`config.mk`:
```
export PLATFORM = sky130hd
export DESIGN_NAME = rsdh_queue
export DESIGN_NICKNAME = d
export VERILOG_FILES = /design/src/rsdh_pkg.sv /design/src/rsdh_queue.sv
export SDC_FILE = /design/constraint.sdc
export NUM_CORES = 1
export LEC_CHECK = 0
export BUFFER_PORTS_ARGS = -buffer_cell sky130_fd_sc_hd__buf_2
export CORE_ASPECT_RATIO = 0.75
export CORE_MARGIN = 5
export CORE_UTILIZATION = 50
export DETAILED_ROUTE_END_ITERATION = 10
export PLACE_DENSITY_LB_ADDON = 0.08
export SLEW_MARGIN = 30
export SYNTH_ARGS = -nofsm -noshare
export SYNTH_HDL_FRONTEND = slang
export SYNTH_SLANG_ARGS = --single-unit
```
`constraint.sdc`:
```
create_clock -name clk -period 10.8 [get_ports clk]
set_clock_uncertainty 0.1 [all_clocks]
set_input_delay 1.62 -clock clk [delete_from_list [all_inputs] [get_ports clk]]
set_output_delay 1.62 -clock clk [all_outputs]
set_load 0.05 [all_outputs]
```
`src/rsdh_pkg.sv`:
```
package rsdh_pkg;

    localparam int COORD_W  = 24;
    localparam int RADIUS_W = 23;
    localparam int WEIGHT_W = 32;
    localparam int TYPE_W   = 8;
    localparam int ECNT_W   = 5;
    localparam int EIDX_W   = 4;
    localparam int SHELL_W  = 4;
    localparam int DENS_W   = 32;
    localparam int SQ_W     = 2 * RADIUS_W;
    localparam int R2_W     = 2 * COORD_W;
    localparam int SUM_W    = 48;
    localparam int CFG_IDX_W  = 2;
    localparam int CFG_DATA_W = 24;

    localparam logic [1:0] KIND_LOAD   = 2'd0;
    localparam logic [1:0] KIND_CHARGE = 2'd1;
    localparam logic [1:0] KIND_FINISH = 2'd2;

    localparam logic [CFG_IDX_W-1:0] REG_Z_MIN      = 2'd0;
    localparam logic [CFG_IDX_W-1:0] REG_Z_MAX      = 2'd1;
    localparam logic [CFG_IDX_W-1:0] REG_SEL_TYPE   = 2'd2;
    localparam logic [CFG_IDX_W-1:0] REG_EDGE_COUNT = 2'd3;

    localparam logic [ECNT_W-1:0] ECOUNT_RESET = 5'd2;

    // pi in Q2.30
    localparam logic [31:0] PI_Q30 = 32'd3373259426;

    typedef struct packed {
        logic signed [COORD_W-1:0] z_min;
        logic signed [COORD_W-1:0] z_max;
        logic [TYPE_W-1:0]         sel_type;
        logic [ECNT_W-1:0]         edge_count;
    } cfg_t;

    typedef struct packed {
        logic [1:0]          kind;
        logic [EIDX_W-1:0]   edge_idx;
        logic [RADIUS_W-1:0] radius;
        logic [R2_W-1:0]     r2;
        logic [WEIGHT_W-1:0] weight;
    } job_t;

endpackage

```
`src/rsdh_queue.sv`:
```
module rsdh_queue (
    input  logic           clk,
    input  logic           rst_n,
    input  logic           push_valid,
    output logic           push_ready,
    input  rsdh_pkg::job_t push_job,
    output logic           pop_valid,
    input  logic           pop_ready,
    output rsdh_pkg::job_t pop_job
);
    import rsdh_pkg::*;

    job_t       slot_reg [2];
    logic       wr_ptr_reg;
    logic       rd_ptr_reg;
    logic [1:0] count_reg;
    logic       do_push;
    logic       do_pop;

    assign push_ready = (count_reg != 2'd2);
    assign pop_valid  = (count_reg != 2'd0);
    assign pop_job    = slot_reg[rd_ptr_reg];
    assign do_push    = push_valid && push_ready;
    assign do_pop     = pop_valid && pop_ready;

    always_ff @(posedge clk or negedge rst_n)
    begin
        if (!rst_n)
        begin
            wr_ptr_reg <= 1'b0;
            rd_ptr_reg <= 1'b0;
            count_reg  <= 2'd0;
        end
        else
        begin
            if (do_push)
            begin
                wr_ptr_reg <= !wr_ptr_reg;
            end
            if (do_pop)
            begin
                rd_ptr_reg <= !rd_ptr_reg;
            end
            if (do_push && !do_pop)
            begin
                count_reg <= count_reg + 2'd1;
            end
            else if (do_pop && !do_push)
            begin
                count_reg <= count_reg - 2'd1;
            end
        end
    end

    always_ff @(posedge clk)
    begin
        if (do_push)
        begin
            slot_reg[wr_ptr_reg] <= push_job;
        end
    end

endmodule

```
After elaboration in Yosys (flattened, before gate mapping)

Memories as Yosys holds them, arrays and structs flattened.
Index checks and enable logic that the tools add are counted.

Input port bits: 113
Logic and storage cells: 21
Output and inout port bits: 111
Memories: 1
Register bits after elaboration: 4
Bits in writable memories: 218

Memories:

| memory   | depth | bits a word | rd ports | clocked after memory_dff | wr ports | RTL line         | RTL |
|---|---|---|---|---|---|---|---|
| slot_reg | 2     | 109         | 1        | 0                        | 1        | rsdh_queue.sv:13 | `job_t slot_reg [2];` |

Equal/unequal tests: 1
$add $sub $neg: 2
Reduce and logical (&&, ||, !) cells: 10
Multiplexer cells: 4

Operators with widths:

| cell                | number |
|---|---|
| $logic_and 1x1->1   | 4 |
| $logic_not 1->1     | 4 |
| $mux 2              | 2 |
| $reduce_bool 2->1   | 2 |
| $add 2x1->2 const B | 1 |
| $mux 1              | 2 |
| $ne 2x2->1 const B  | 1 |
| $sub 2x1->2 const B | 1 |

Logic depth before layout (Yosys ltp)

Gate-level depths: netlist (run 1).

Depth after elaboration: 6
Gate-level depth with buffers: 7
Depth with buffers taken out: 7

Least setup slack after synthesis (run 1)

OpenSTA, ideal clock, no wires.

Path type: input-to-reg
Start: in push_valid
End: mem slot_reg[0][0] in the netlist's numbering, enable pin
Stages: 2
Path slack: 3.854 ns
Library setup time: 0.579 ns
Arrival: 6.268 ns
Cell sequence: nand2_1 > nor2_1

Longest elaborated chain between the ends: 3

RTL lines:

| item                         | RTL line         | RTL |
|---|---|---|
| start, declared              | rsdh_queue.sv:4  | `input logic push_valid,` |
| $logic_and 1x1->1            | rsdh_queue.sv:23 | `assign do_push = push_valid && push_ready;` |
| $mux 1                       | rsdh_queue.sv:57 | `if (do_push)` |
| $mux 1 (implied by the code) | rsdh_queue.sv:59 | `slot_reg[wr_ptr_reg] <= push_job;` |
| end, declared                | rsdh_queue.sv:13 |  |

Every way passes these cells.

==> out/qor.json, run 1 <==
{
  "initial_core_util": {"value": 50.9, "unit": "%"},
  "synth_compound_area_share": {"value": 0, "unit": "%"},
  "cts-buffers-inserted": {"value": 21},
  "slew_viol_final": {"value": 0},
  "final_core_util": {"value": 62.5, "unit": "%"},
  "detail_route.first_pass.iterations": {"value": 4},
  "die_y": {"value": 123, "unit": "um"},
  "post_synth.cell_area_avg": {"value": 24.0, "unit": "um2"},
  "detail_route.vias_per_cell": {"value": 4.94},
  "antenna_violations_before_repair": {"value": 4},
  "fin_tns_setup": {"value": 0, "unit": "ns"},
  "detail_route.drc_violations": {"value": 0},
  "timing.final.ws_setup": {"value": 6.09, "unit": "ns"},
  "worst-endpoint-required": {"value": 9.08, "unit": "ns"},
  "max_freq": {"value": 212, "unit": "MHz"},
  "cpPeakStageDelay": {"value": 0.78, "unit": "ns"},
  "finalNetCount": {"value": 710},
  "reg2regPathDepth": {"value": 5},
  "worst_hold_path.num_cells": {"value": 1},
  "post_synth_mux_area_share": {"value": 18.7, "unit": "%"},
  "multi_input_comb_area": {"value": 1710, "unit": "um2"},
  "first_global_vias": {"value": 4213},
  "rows": {"value": 41},
  "worstMarginPinSlew": {"value": 0.935, "unit": "ns"},
  "first_pass_grt_wire_length": {"value": 22800, "unit": "um"},
  "hold_viol": {"value": 0},
  "routed_wl": {"value": 15300, "unit": "um"},
  "hold_path_class": {"value": "reg2reg"},
  "antenna_cells_inserted": {"value": 0},
  "globalplace.congestion": {"value": 0.723},
  "post_cts_resize_count": {"value": 0},
  "met3_length": {"value": 1300, "unit": "um"},
  "die_area": {"value": 19900, "unit": "um2"},
  "final_critical_path_required_period": {"value": 4.71, "unit": "ns"},
  "critical-path-slowest-cell": {"value": "sky130_fd_sc_hd__buf_4"},
  "synth_largest_type_area_fraction": {"value": 76.5, "unit": "%"},
  "critical_path.cell_chain": {"value": "buf_16 -> buf_4 -> mux2_2 -> buf_2"},
  "wl_per_cell": {"value": 18.6, "unit": "um"},
  "p_per_area": {"value": 333, "unit": "nW/um2"},
  "htree_levels": {"value": 1},
  "path_clk_slew": {"value": 0.06, "unit": "ns"},
  "largest_register_ffs": {"value": 218},
  "yosys_reg_bits": {"value": 222},
  "met2WireLength": {"value": 7210, "unit": "um"},
  "tritoncts": {"value": "yes"},
  "most-common-layout-cells": {"value": "sky130_fd_sc_hd__buf_2, sky130_fd_sc_hd__edfxtp_1, sky130_fd_sc_hd__mux2_4"},
  "dp.final_hpwl": {"value": 10200, "unit": "um"},
  "max-cap-violations": {"value": 0},
  "rsz0062_at_grt": {"value": "no"},
  "ys_warn_count": {"value": 0},
  "maxUsedRoutingLayer": {"value": "met5"},
  "nFillCells": {"value": 1219},
  "root_buffer": {"value": "sky130_fd_sc_hd__clkbuf_16"},
  "adder_cell_share_of_the_synthesized_area": {"value": 0.146, "unit": "%"},
  "timing.critical_path.from_type": {"value": "flop"},
  "worst-endpoint-arrival": {"value": 2.99, "unit": "ns"},
  "synth_top_family_by_area": {"value": "multiplexers"},
  "relSlewSlack": {"value": 37.6, "unit": "%"},
  "detailedPlace.worstSlack": {"value": 6.55, "unit": "ns"},
  "post_synth_and_or_nand_nor_area_fraction": {"value": 0.395, "unit": "%"},
  "grt_max_degree": {"value": 57},
  "final.period_utilization": {"value": 43.7, "unit": "%"},
  "die_w": {"value": 161, "unit": "um"},
  "synth.area.top_cells": {"value": "sky130_fd_sc_hd__edfxtp_1, sky130_fd_sc_hd__mux2_4, sky130_fd_sc_hd__buf_12"},
  "xor_and_xnor_area_share_after_synthesis": {"value": 0.512, "unit": "%"},
  "layout_overhead_on_the_synthesized_area": {"value": 22.9, "unit": "%"},
  "port_buffers": {"value": 223},
  "cts-root-to-sink-buffers": {"value": 3},
  "clk-insertion-delay-late": {"value": 0.48, "unit": "ns"},
  "dr_total_vias": {"value": 4062},
  "synth_cell_types": {"value": 16},
  "timing.final.setup_violations": {"value": 0},
  "post_cts_buffers": {"value": 0},
  "yosysSeqAreaShare": {"value": 77.6, "unit": "%"},
  "syn-cell-area": {"value": 8560, "unit": "um2"},
  "synth_top_cell_by_area": {"value": "sky130_fd_sc_hd__edfxtp_1"},
  "fp.coreArea": {"value": 16800, "unit": "um2"},
  "cts-hold-fix-buffers": {"value": 0},
  "grt_usage": {"value": 14.8, "unit": "%"},
  "routed_length_on_met1": {"value": 6460, "unit": "um"},
  "share_of_final_layout_standard_cells_stronger_than_drive_strength_1": {"value": 60.7, "unit": "%"},
  "drt_iter0_markers": {"value": 175},
  "critPathMaxFanout": {"value": 51},
  "run_status": {"value": "finished, final reports clean"},
  "io_pins": {"value": 224},
  "crit_path_category": {"value": "reg2out"},
  "critPathCaptureType": {"value": "output pin"},
  "globalRouteOverflowTotal": {"value": 0},
  "clock_sink_count": {"value": 222},
  "ant_nets": {"value": 0},
  "vdd.ir_drop.worst": {"value": 195, "unit": "uV"},
  "final_common_cell": {"value": "sky130_fd_sc_hd__buf_2"},
  "cellLeakagePower": {"value": 4.23, "unit": "nW"},
  "sequential_cell_area": {"value": 6650, "unit": "um2"},
  "synthesis.instances": {"value": 357},
  "synth_fp_nets": {"value": 471}
}
synth_stat cells:
master / n
sky130_fd_sc_hd__edfxtp_1: 218
sky130_fd_sc_hd__mux2_2: 9
sky130_fd_sc_hd__xor2_1: 2
sky130_fd_sc_hd__or2_2: 1
sky130_fd_sc_hd__xnor2_1: 3
sky130_fd_sc_hd__nand2_1: 2
sky130_fd_sc_hd__dfrtp_1: 4
sky130_fd_sc_hd__ha_1: 1
sky130_fd_sc_hd__nand2b_1: 1
sky130_fd_sc_hd__buf_12: 10
sky130_fd_sc_hd__inv_1: 1
sky130_fd_sc_hd__buf_2: 1
sky130_fd_sc_hd__mux2_4: 100
sky130_fd_sc_hd__nor2_1: 2
sky130_fd_sc_hd__and3_1: 1
sky130_fd_sc_hd__buf_6: 1
logic make-up (layout without fill, tap and decap cells):
| family | Yosys count | in the layout |
|---|---|---|
| AND/OR/NAND/NOR | 7 | 7 |
| flip-flops | 222 | 222 |
| XOR/XNOR | 5 | 5 |
| multiplexers | 109 | 109 |
| adder cells (fa/ha/maj) | 1 | 1 |
| buffers and inverters | 13 | 264 |
worst max-delay path, delay by kind of cell (launching register included):
kind	cells	cell delay [ns]
buffers and inverters	3	1.30
flip-flops	1	0.72
multiplexers	1	0.41
cell type report:
class	instances	area share, %
clock buffer	24	5.10
clock inverter	11	1.69
inverter	1	0.0357
multi-input combinational	122	16.2
sequential	222	63.2
tap	215	2.56
timing repair buffer	228	11.2
through the flow:
stage | instances | hold WS [ns] | power, mW | area [um2]
after floorplan | 357 | 0.356 | 2.57 | 8560
after global placement | 787 | 0.377 | 2.76 | 9770
after detailed placement | 788 | 0.376 | 2.78 | 9800
after CTS | 823 | 0.393 | 3.54 | 10500
after global routing | 823 | 0.418 | 3.64 | 10500
final | 823 | 0.392 | 3.50 | 10500
per-layer routing:
layer / vias up / GRT usage, %
met1: 1988 / 20.1
met4: 8 / 3.73
li1: 1890 / -
met2: 146 / 23.1
met3: 30 / 5.33
met5: - / 0
path summary, 6_finish.rpt:
kind / start / end / slack [ns]
min in group asynchronous: rst_n / count_reg[1] / 0.83
min: count_reg[1] / count_reg[1] / 0.39
min reg2reg: count_reg[1] / count_reg[1] / 0.39
max: rd_ptr_reg / pop_job[94] / 6.09
max in group asynchronous: rst_n / rd_ptr_reg / 9.63
max reg2reg: count_reg[0] / slot_reg[0][13] / 7.89
where the power goes:
| group | switching, mW | internal (mW) |
|---|---|---|
| sequential | 0.0710 | 1.18 |
| combinational | 1.02 | 0.468 |
| clock | 0.288 | 0.473 |
| total | 1.38 | 2.12 |
Power figures use the tool's default switching activity.
==> inputs of run 2 (changes only) <==
--- a/config.mk
+++ b/config.mk
@@ -5,6 +5,7 @@
 export SDC_FILE = /design/constraint.sdc
 export NUM_CORES = 1
 export LEC_CHECK = 0
+export ABC_AREA = 1
 export BUFFER_PORTS_ARGS = -buffer_cell sky130_fd_sc_hd__buf_2
 export CORE_ASPECT_RATIO = 0.75
 export CORE_MARGIN = 5
==> constraint.sdc (replaced) <==
create_clock -name clk -period 4.8 [get_ports clk]
set_clock_uncertainty 0.1 [all_clocks]
set_input_delay 0.72 -clock clk [delete_from_list [all_inputs] [get_ports clk]]
set_output_delay 0.72 -clock clk [all_outputs]
set_load 0.05 [all_outputs]
==> run 2 against run 1 <==
  * Sequential cell count is the same
  * Utilization grew 1.6 points
  * First-iteration DRC count grew 120%
  * Count of clock-buffer cells in the layout is the same
  * Non-clock buffer count grew 5
  * Die area shrank 4.1%
  * Design area shrank 2.4%
==> out/qor.json, run 2 <==
{
  "run_status": {"value": "finished, final reports clean"},
  "cp.buffers_inverters": {"value": 3, "change": "unchanged"},
  "htree_levels": {"value": 1, "change": "unchanged"},
  "worst_hold_startpoint": {"value": "push_job[11]"},
  "hold_viol": {"value": 0, "change": "unchanged"},
  "numPlacedInstances": {"value": 1015, "change": "+29%"},
  "ant_nets": {"value": 0, "change": "unchanged"},
  "io_pins": {"value": 224, "change": "unchanged"},
  "layout_overhead_on_the_synthesized_area": {"value": 25.5, "unit": "%"},
  "crit_path_category": {"value": "reg2out"},
  "rsz0062_at_grt": {"value": "no"},
  "yosys_reg_bits": {"value": 222, "change": "unchanged"},
  "post_synth.cell_area_avg": {"value": 13.7, "unit": "um2", "change": "-43%"},
  "global_route.usage.met3": {"value": 5.58, "unit": "%", "change": "+0.25 points"},
  "hold_path_class": {"value": "in2reg"},
  "relSlewSlack": {"value": 52.5, "unit": "%", "change": "+15 points"},
  "slew_viol_final": {"value": 0, "change": "unchanged"},
  "synth_compound_area_share": {"value": 0, "unit": "%", "change": "unchanged"},
  "worst-endpoint-arrival": {"value": 2.49, "unit": "ns", "change": "-0.50 ns"},
  "final_area": {"value": 10300, "unit": "um2", "change": "-2.4%"},
  "root_buffer": {"value": "sky130_fd_sc_hd__clkbuf_16"},
  "cp-startpoint": {"value": "rd_ptr_reg"},
  "critical_path.top_delay_family": {"value": "buffers and inverters"},
  "ys_top_cells_by_count": {"value": "sky130_fd_sc_hd__nand2_1, sky130_fd_sc_hd__edfxtp_1, sky130_fd_sc_hd__buf_2"},
  "synth_enable_flop_cells": {"value": 218, "change": "unchanged"},
  "detail_route.vias_per_cell": {"value": 4.81, "change": "-2.4%"},
  "routed_wl": {"value": 17400, "unit": "um", "change": "+13%"},
  "cts-root-to-sink-buffers": {"value": 3, "change": "unchanged"},
  "globalRoute.busiestLayer": {"value": "met2"},
  "regToRegStartpoint": {"value": "count_reg[0]"},
  "critical_path.most_common_cell": {"value": "sky130_fd_sc_hd__nand2_1"},
  "drt_iter0_markers": {"value": 393, "change": "+120%"},
  "detail_route.first_pass.iterations": {"value": 5, "change": "+1"},
  "final_core_util": {"value": 64.1, "unit": "%", "change": "+1.6 points"},
  "critical-path-slowest-cell": {"value": "sky130_fd_sc_hd__dfrtp_4"},
  "tritoncts": {"value": "yes"},
  "critPathMaxFanout": {"value": 67, "change": "+31%"},
  "first_global_vias": {"value": 5135, "change": "+22%"},
  "globalplace.congestion": {"value": 0.776, "change": "+7.3%"},
  "finish.cell_count_without_fillers": {"value": 1059, "change": "+29%"},
  "ys_warn_count": {"value": 0, "change": "unchanged"},
  "port_buffers": {"value": 223, "change": "unchanged"},
  "detailedPlace.worstSlack": {"value": 1.99, "unit": "ns", "change": "-4.56 ns"},
  "die_w": {"value": 158, "unit": "um", "change": "-2.1%"},
  "max-cap-violations": {"value": 0, "change": "unchanged"},
  "worst-endpoint-required": {"value": 3.98, "unit": "ns", "change": "-5.10 ns"},
  "largest_register_ffs": {"value": 218, "change": "unchanged"},
  "final.period_utilization": {"value": 68.9, "unit": "%"},
  "share_of_final_layout_standard_cells_stronger_than_drive_strength_1": {"value": 31.8, "unit": "%", "change": "-29 points"},
  "timing.final.setup_violations": {"value": 0, "change": "unchanged"},
  "rows": {"value": 40, "change": "-2.4%"},
  "worstMarginPinSlew": {"value": 0.712, "unit": "ns", "change": "-0.223 ns"},
  "synth_largest_type_area_fraction": {"value": 80.0, "unit": "%", "change": "+3.5 points"},
  "grtUsageMet1": {"value": 24.0, "unit": "%", "change": "+3.9 points"},
  "synth.area.top_cells": {"value": "sky130_fd_sc_hd__edfxtp_1, sky130_fd_sc_hd__nand2_1, sky130_fd_sc_hd__buf_6"},
  "syn-cell-area": {"value": 8180, "unit": "um2", "change": "-4.4%"},
  "grt_usage": {"value": 18.0, "unit": "%", "change": "+3.2 points"},
  "post_dp_cell_area": {"value": 9480, "unit": "um2", "change": "-3.3%"},
  "post_synth_and_or_nand_nor_area_fraction": {"value": 15.8, "unit": "%", "change": "+15 points"},
  "postSynth.asyncResetShare": {"value": 1.80, "unit": "%", "change": "unchanged"},
  "max_freq": {"value": 302, "unit": "MHz"},
  "dr_total_vias": {"value": 5099, "change": "+26%"},
  "final_critical_path_required_period": {"value": 3.31, "unit": "ns"},
  "first_pass_grt_wire_length": {"value": 26800, "unit": "um", "change": "+18%"},
  "synth_cell_types": {"value": 14, "change": "-2"},
  "yosysSeqAreaShare": {"value": 81.2, "unit": "%", "change": "+3.6 points"},
  "globalRouteOverflowTotal": {"value": 0, "change": "unchanged"},
  "cpPeakStageDelay": {"value": 0.71, "unit": "ns", "change": "-0.07 ns"},
  "synth_flop_type": {"value": "sky130_fd_sc_hd__edfxtp_1"},
  "xor_and_xnor_area_share_after_synthesis": {"value": 0.214, "unit": "%", "change": "-0.30 points"},
  "critPathCaptureType": {"value": "output pin"},
  "final_common_cell": {"value": "sky130_fd_sc_hd__nand2_1"},
  "critical_path.cell_chain": {"value": "clkinv_2 -> buf_4 -> nand2_1 -> nand2_1 -> buf_2"},
  "adder_cell_share_of_the_synthesized_area": {"value": 0.153, "unit": "%", "change": "+0.0068 points"},
  "wl_per_cell": {"value": 16.4, "unit": "um", "change": "-12%"},
  "fp.coreArea": {"value": 16000, "unit": "um2", "change": "-4.8%"},
  "cts-buffers-inserted": {"value": 22, "change": "+4.8%"},
  "die_area": {"value": 19000, "unit": "um2", "change": "-4.1%"},
  "grt_max_degree": {"value": 68, "change": "+19%"},
  "clk-insertion-delay-late": {"value": 0.49, "unit": "ns", "change": "about the same"},
  "path_clk_slew": {"value": 0.06, "unit": "ns", "change": "about the same"},
  "dp.final_hpwl": {"value": 11500, "unit": "um", "change": "+12%"},
  "clock_sink_count": {"value": 222, "change": "unchanged"},
  "antenna_violations_before_repair": {"value": 4, "change": "unchanged"},
  "initial_core_util": {"value": 51.1, "unit": "%", "change": "+0.22 points"},
  "globalRouteMet2Util": {"value": 29.4, "unit": "%", "change": "+6.3 points"},
  "timing.final.ws_setup": {"value": 1.49, "unit": "ns", "change": "-4.59 ns"},
  "synth_top_cell_by_area": {"value": "sky130_fd_sc_hd__edfxtp_1"},
  "synth_fp_nets": {"value": 712, "change": "+51%"},
  "synthesis.instances": {"value": 598, "change": "+68%"},
  "detail_route.drc_violations": {"value": 0, "change": "unchanged"},
  "most-common-layout-cells": {"value": "sky130_fd_sc_hd__nand2_1, sky130_fd_sc_hd__buf_2, sky130_fd_sc_hd__edfxtp_1"},
  "die_y": {"value": 121, "unit": "um", "change": "-2.1%"},
  "timing.critical_path.from_type": {"value": "flop"},
  "post_synth_mux_area_share": {"value": 0, "unit": "%", "change": "-19 points"},
  "finalNetCount": {"value": 945, "change": "+33%"},
  "yosysMostFrequentCell": {"value": "sky130_fd_sc_hd__nand2_1"},
  "synth_top_family_by_area": {"value": "simple AND/OR/NAND/NOR gates"}
}
-- run 2: cell types whose count changed after synthesis, sizes merged --
cell / before / now
xnor2: 3 / 1
inv: 1 / 7
nand2: 2 / 337
buf: 12 / 24
nand2b: 1 / 0
mux2: 109 / 0
nand4: 0 / 1
and3: 1 / 0
nand3: 0 / 2
or2: 1 / 0
xor2: 2 / 1
-- run 2: layout make-up --
type                       instances  area, um2
antenna                            2       5.00
clock buffer                      24        558
clock inverter                    16        191
fill                            1263       5750
inverter                           7       27.5
multi-input combinational        345       1330
sequential                       222       6650
tap                              210        263
timing repair buffer             233       1240
-- run 2: repair_timing --
action / CTS / global route
setup buffers: 0 / 0
hold buffers: 1 / 0
resized for setup: 0 / 0
endpoints found under the hold margin: 4 / 0
-- run 2: through the flow --
stage | TNS, ns | hold slack [ns]
detailed placement | 0 | 0.394
CTS | 0 | 0.290
finish | 0 | 0.312
global placement | 0 | 0.383
global route | 0 | 0.290
floorplan | -312.45 | 0.324
-- run 2: worst paths after layout --
kind | to | slack, ns | cells after the start
worst max-delay path | pop_job[53] | 1.49 | 5
worst min-delay path | slot_reg[0][11] | 0.31 | 1
worst max register to register | slot_reg[0][18] | 2.60 | 6
worst min register to register | count_reg[1] | 0.41 | 2
max in group asynchronous | rd_ptr_reg | 3.98 | 2
min in group asynchronous | count_reg[1] | 0.48 | 2
-- run 2: kinds of logic (layout without fill, tap and decap cells) --
logic type                 after synthesis  count (layout)
xor gates and xnor gates                 2               2
adders and majority gates                1               1
buffers and inverters                   31             280
DFF                                    222             222
other                                    0               2
and+or+nand+nor                        342             342
-- run 2: routing by layer --
metal	wire [um]	part of all wire [%]
met2	8480	49
met5	14	0.081
met1	6990	40
met4	268	1.5
met3	1640	9.4
-- run 2: worst register-to-register path: cells and delay by family (launching register included) --
kind	cells	cell delay, ns
AND/OR/NAND/NOR	3	0.73
buffers and inverters	3	0.61
flip-flops	1	0.40
Power of run 2 is left out: the tool's default activity adds up to more than one toggle a clock period on the data nets, which glitch-free logic cannot reach.
